[config.mk]
export PLATFORM = sky130hd
export DESIGN_NAME = laoa_ctrl
export DESIGN_NICKNAME = d
export VERILOG_FILES = /design/src/design/laoa_pkg.sv /design/src/design/laoa_ctrl.sv
export SDC_FILE = /design/constraint.sdc
export NUM_CORES = 1
export LEC_CHECK = 0
export CORE_AREA = 2 2 39 41
export CTS_CLUSTER_SIZE = 40
export DETAILED_ROUTE_END_ITERATION = 16
export DIE_AREA = 0 0 41 43
export DONT_BUFFER_PORTS = 1
export PLACE_DENSITY = 0.55
export SLEW_MARGIN = 20
export SYNTH_ARGS = -nofsm -noshare
export SYNTH_HDL_FRONTEND = slang
export SYNTH_SLANG_ARGS = --single-unit
[constraint.sdc]
create_clock -name clk -period 2 [get_ports clk]
set_clock_uncertainty 0.05 [all_clocks]
set_input_delay 0.4 -clock clk [delete_from_list [all_inputs] [get_ports clk]]
set_output_delay 0.4 -clock clk [all_outputs]
set_load 0.005 [all_outputs]
[src/design/laoa_pkg.sv]
`timescale 1ns / 1ps
// ----------------------------------------------------------------------------
// laoa_pkg
// Shared constants and the command and status bundles that join the
// allocator controller to its datapath.
// ----------------------------------------------------------------------------
package laoa_pkg;

	// Width of a byte offset in the arena.
	localparam int OFF_W = 30;

	// Request codes carried by the operation field.
	localparam logic OP_CLEAR = 1'b0;
	localparam logic OP_PLACE = 1'b1;

	// Commands from the controller to the datapath, at most one per cycle.
	typedef struct packed {
		logic accept;     // capture the incoming item
		logic clear;      // empty the table, result is zero
		logic walk_start; // reset the search and read the list head
		logic walk_step;  // evaluate the entry just read during the search
		logic loc_start;  // read the entry after the insertion anchor
		logic loc_step;   // evaluate the entry just read while locating
		logic finish;     // latch the full flag for the result
		logic ins_write;  // write the new entry into the free slot
		logic ins_link;   // link the anchor to the new entry
		logic out_load;   // move the result into the output register
	} ctl_cmd_t;

	// Status from the datapath to the controller.
	typedef struct packed {
		logic req_place;  // captured item is a place request
		logic empty;      // table holds no entries
		logic full;       // table holds MAX_BUFFERS entries
		logic walk_last;  // search ends with the entry now evaluated
		logic loc_none;   // no entry left after the insertion anchor
		logic loc_last;   // locating ends with the entry now evaluated
	} ctl_sts_t;

endpackage

[src/design/laoa_ctrl.sv]
`timescale 1ns / 1ps
// ----------------------------------------------------------------------------
// laoa_ctrl
// Sequencer of the offset allocator: steps the datapath through the search,
// the insertion point lookup, the table update and the result handoff.
// ----------------------------------------------------------------------------
module laoa_ctrl (
	input  logic               clk,
	input  logic               arst_n,
	input  logic               in_valid,
	output logic               in_ready,
	output logic               out_valid,
	input  logic               out_ready,
	output laoa_pkg::ctl_cmd_t cmd,
	input  laoa_pkg::ctl_sts_t sts
);

	typedef enum logic [3:0] {
		ST_IDLE,
		ST_DECIDE,
		ST_WALK_RD,
		ST_WALK,
		ST_LOC_RD,
		ST_LOC,
		ST_FINISH,
		ST_INSERT,
		ST_LINK,
		ST_RESP
	} state_t;

	state_t state_q;
	state_t state_nx;
	logic   out_valid_q;

	always_comb begin
		cmd = '0;
		state_nx = state_q;
		case (state_q)
			ST_IDLE: begin
				if (in_valid) begin
					cmd.accept = 1'b1;
					state_nx = ST_DECIDE;
				end
			end
			ST_DECIDE: begin
				if (sts.req_place) begin
					state_nx = ST_WALK_RD;
				end else begin
					cmd.clear = 1'b1;
					state_nx = ST_RESP;
				end
			end
			ST_WALK_RD: begin
				cmd.walk_start = 1'b1;
				state_nx = sts.empty ? ST_LOC_RD : ST_WALK;
			end
			ST_WALK: begin
				cmd.walk_step = 1'b1;
				if (sts.walk_last) begin
					state_nx = ST_LOC_RD;
				end
			end
			ST_LOC_RD: begin
				if (sts.loc_none) begin
					state_nx = ST_FINISH;
				end else begin
					cmd.loc_start = 1'b1;
					state_nx = ST_LOC;
				end
			end
			ST_LOC: begin
				cmd.loc_step = 1'b1;
				if (sts.loc_last) begin
					state_nx = ST_FINISH;
				end
			end
			ST_FINISH: begin
				cmd.finish = 1'b1;
				state_nx = sts.full ? ST_RESP : ST_INSERT;
			end
			ST_INSERT: begin
				cmd.ins_write = 1'b1;
				state_nx = ST_LINK;
			end
			ST_LINK: begin
				cmd.ins_link = 1'b1;
				state_nx = ST_RESP;
			end
			ST_RESP: begin
				if (!out_valid_q || out_ready) begin
					cmd.out_load = 1'b1;
					state_nx = ST_IDLE;
				end
			end
			default: begin
				state_nx = ST_IDLE;
			end
		endcase
	end

	always_ff @(posedge clk or negedge arst_n) begin
		if (!arst_n) begin
			state_q <= ST_IDLE;
			out_valid_q <= 1'b0;
		end else begin
			state_q <= state_nx;
			if (cmd.out_load) begin
				out_valid_q <= 1'b1;
			end else if (out_ready) begin
				out_valid_q <= 1'b0;
			end
		end
	end

	assign in_ready = state_q == ST_IDLE;
	assign out_valid = out_valid_q;

endmodule
After elaboration in Yosys (flattened, before gate mapping)
Index checks and enable logic that the tools add are counted.
W data, S select, Z words.
{"block": "op_classes", "n_eq_ne": 13, "muxes": 25, "reduce_logical": 5}
{"op": "$pmux W4 S10", "n": 1}
{"op": "$mux W4", "n": 6}
{"op": "$eq A4 B3 Y1 const B", "n": 4}
{"op": "$mux W1", "n": 16}
{"op": "$eq A4 B2 Y1 const B", "n": 2}
{"op": "$eq A4 B4 Y1 const B", "n": 2}
{"op": "$ne A2 B2 Y1 const B", "n": 4}
{"op": "$eq A4 B1 Y1 const B", "n": 1}
{"op": "$logic_not A4 Y1", "n": 1}
{"op": "$reduce_and A4 Y1", "n": 1}
{"op": "$mux W3", "n": 1}
{"op": "$mux W2", "n": 1}
{"op": "$reduce_bool A2 Y1", "n": 1}
{"op": "$logic_not A1 Y1", "n": 1}
{"op": "$logic_or A1 B1 Y1", "n": 1}
{"block": "word_totals", "register_bits": 5, "inputBits": 10}

Longest topological paths before layout
{"block": "logic_depth", "word_depth": 5, "depth_mapped": 5, "mapped_depth_nobuf": 4}

Worst setup path after synthesis
OpenSTA, ideal clock, no wires.
{"block": "synth_path", "path_kind": "register to output", "start": "register state_q[3]", "end": "output cmd[9] (netlist name)", "arrival_ns": 1.074, "slack_ns": 0.476, "path_stages_with_launch": 5, "path_cell_list": "dfrtp_1 -> buf_6 -> or2_4 -> nor3_2 -> and2_1"}
{"item": "start, declared", "line": "laoa_ctrl.sv:31", "source": "state_t state_q;"}
{"item": "start signal, assigned", "line": "laoa_ctrl.sv:106", "source": "state_q <= state_nx;"}
{"item": "end, declared", "line": "laoa_ctrl.sv:14", "source": "output laoa_pkg::ctl_cmd_t cmd,"}

==> results.toml <==
[status]
status = "completed"

[detailed_routing]
drt.antenna.violating_nets = 0
drcViolationCount = 0
num_vias = 467
wirelength_um = 1140
drtIter0Drc = 11
wl_per_cell_um = 14.6
dr.pass1.iters = 4
viasPerCell = 5.99

[clock_network]
clock_sinks = 5
h-tree-depth = 1
clock_latency_ns = 0.24
post_cts_buffers = 0
numCtsBuffers = 3
clockBufferDepth = 2
clk_pin_slew_ns = 0.05
cts_resized = 0
cts_tree = "done"
cts-root-buf = "clkbuf_4"
ctsHoldBuffers = 1

[power]
p_leak_uw = 0.000188
swShare = 0.471
internal-power_uw = 424
p_clk_frac = 0.150
power_density_nw_per_um2 = 1540
p_comb_frac = 0.577
vdd_ir_drop_max_mv = 0.528
pwr-share-seq = 0.273
power_switching_uw = 378

[setup_path]
cp-end-kind = "primary output"
reg2reg_depth = 4
critPathLaunchType = "flop"
cp.arrival_ns = 1.44
cp_max_fo = 15
worstSetupPathType = "reg -> out"
crit_required_ns = 1.55

[floorplanning]
core_area_um2 = 1380
die_h_um = 43
ioPinCount = 22
dieArea_um2 = 1760
initial_utilization = 0.346
std_cell_rows = 14
die_w_um = 41

[synthesis]
yosys_warnings = 0
synth_cell_types = 29
synth_edf_count = 0
yosys.area.top_type_share = 0.261
synth_fp_nets = 70
synth_area_leaders = "dfrtp_1 26%, nand2b_1 7.8%, nor3b_1 6.3%"
synthArstFlopShare = 1.00
post-synth-top-count-cell = "nor2_1"
synth-seq-cells = 5
synth_commonest_cells = "7 x nor2_1, 6 x nand2b_1, 5 x dfrtp_1, 4 x buf_2, 4 x nor3b_1"
syn_inst = 60
yosysTopAreaCell = "dfrtp_1"
synth_sequential_area_ratio = 0.261
synth_top_flop_cell = "dfrtp_1"
syn_avg_cell_area_um2 = 7.99
syn_area_um2 = 479

[grt]
grt_pass1_wl_um = 1840
gr-total-overflow = 0
grt_pass1_vias = 430
grtUsageTotal = 0.151
grt_antenna_before_repair = 0
grt_max_degree = 17

[sta]
finalHoldViolCount = 0
rsz0062_at_grt = "false"
worst_pin_slew_ns = 0.390
fmax_ghz = 0.530
setup_tns_ns = 0
period_minus_slack_ns = 1.89
finalCritPeriodShare = 0.944
drv_slew = 0
setup_viol = 0
slew-limit-headroom = 0.740

[cells_and_area]
fillers = 150
syn_to_final_growth_pct = 8.36
multiInputGateArea_um2 = 319
seq_area_um2 = 125
drive_gt1_frac = 0.145
finalNonFillerCells = 78
layout.nets = 73
diodes = 0

[place]
dp.final_hpwl_um = 845
globalplace.congestion = 0.750
portBuffers = 0
place_inst = 73

[hold_path]
min_path_type = "in -> reg"
holdPathStages = 1

[flow_run]
cap_violations = 0
-- placed cells by master (no fill, tap or decap), types with 2 or more instances in the layout --
| cell | count |
|---|---|
| clkbuf_4 | 3 |
| o211ai_1 | 2 |
| nor3_1 | 3 |
| dfrtp_1 | 5 |
| nor2_1 | 7 |
| nand2b_1 | 6 |
| a21oi_1 | 3 |
| nor3b_1 | 4 |
| o21ai_0 | 3 |
| buf_4 | 2 |
| a31oi_1 | 3 |
| o32ai_1 | 2 |
-- critical path, cell delays in order, from the launching register on --
cell and delay, ns:
dfrtp_1 0.51, or2_4 0.32, nor3_2 0.19, and2_1 0.18
-- layer usage --
metal  global-route usage  part of all wire  up-vias
met5                    0                 0        -
met4               0.0800                 0        0
met3               0.0314             0.071        0
met2                0.209              0.50       17
met1                0.212              0.43      223
li1                     -                 -      227
-- state kept, by name, indices dropped and copies added, names as in the netlist --
name / count
state_q: 4
out_valid: 1
-- metrics by stage --
| stage | util | setup WS, ns | area (um^2) | hold WS [ns] | power, uW |
|---|---|---|---|---|---|
| after global placement | 0.349 | 0.394 | 483 | 0.0546 | 678 |
| after global routing | 0.375 | 0.0239 | 519 | 0.214 | 878 |
| after detailed placement | 0.349 | 0.363 | 483 | 0.0545 | 678 |
| after CTS | 0.375 | 0.105 | 519 | 0.216 | 806 |
| after floorplan | - | 0.476 | 479 | 0.0544 | 600 |
| final | 0.375 | 0.112 | 519 | 0.221 | 801 |
-- power groups by stage --
stage	sequential, uW	combinational (uW)	clock [uW]
floorplan	170	429	0
global placement	215	464	0
detailed placement	219	458	0
CTS	216	465	125
global route	226	521	130
finish	218	462	120
-- worst paths after layout --
kind	slack [ns]	endpoint	from
max	0.11	cmd[9]	state_q[2]
min	0.22	state_q[2]	sts[0]
max reg2reg	0.47	state_q[2]	state_q[2]
min reg2reg	0.55	out_valid	out_valid
max in group asynchronous	1.30	out_valid	arst_n
min in group asynchronous	0.40	state_q[3]	arst_n
-- cell families after synthesis --
logic type / after synthesis / synth area share
simple gates: 28 / 0.355
compound gates: 20 / 0.290
buf+inv: 6 / 0.0731
flops: 5 / 0.261
mux: 1 / 0.0209
-- layout make-up --
| class | instances | share of cell area |
|---|---|---|
| tap | 16 | 0.0386 |
| clock buffer | 4 | 0.0506 |
| sequential | 5 | 0.241 |
| timing repair buffer | 3 | 0.0482 |
| multi-input combinational | 49 | 0.614 |
| inverter | 1 | 0.00723 |
No activity file was read; power rests on OpenSTA's default activity.
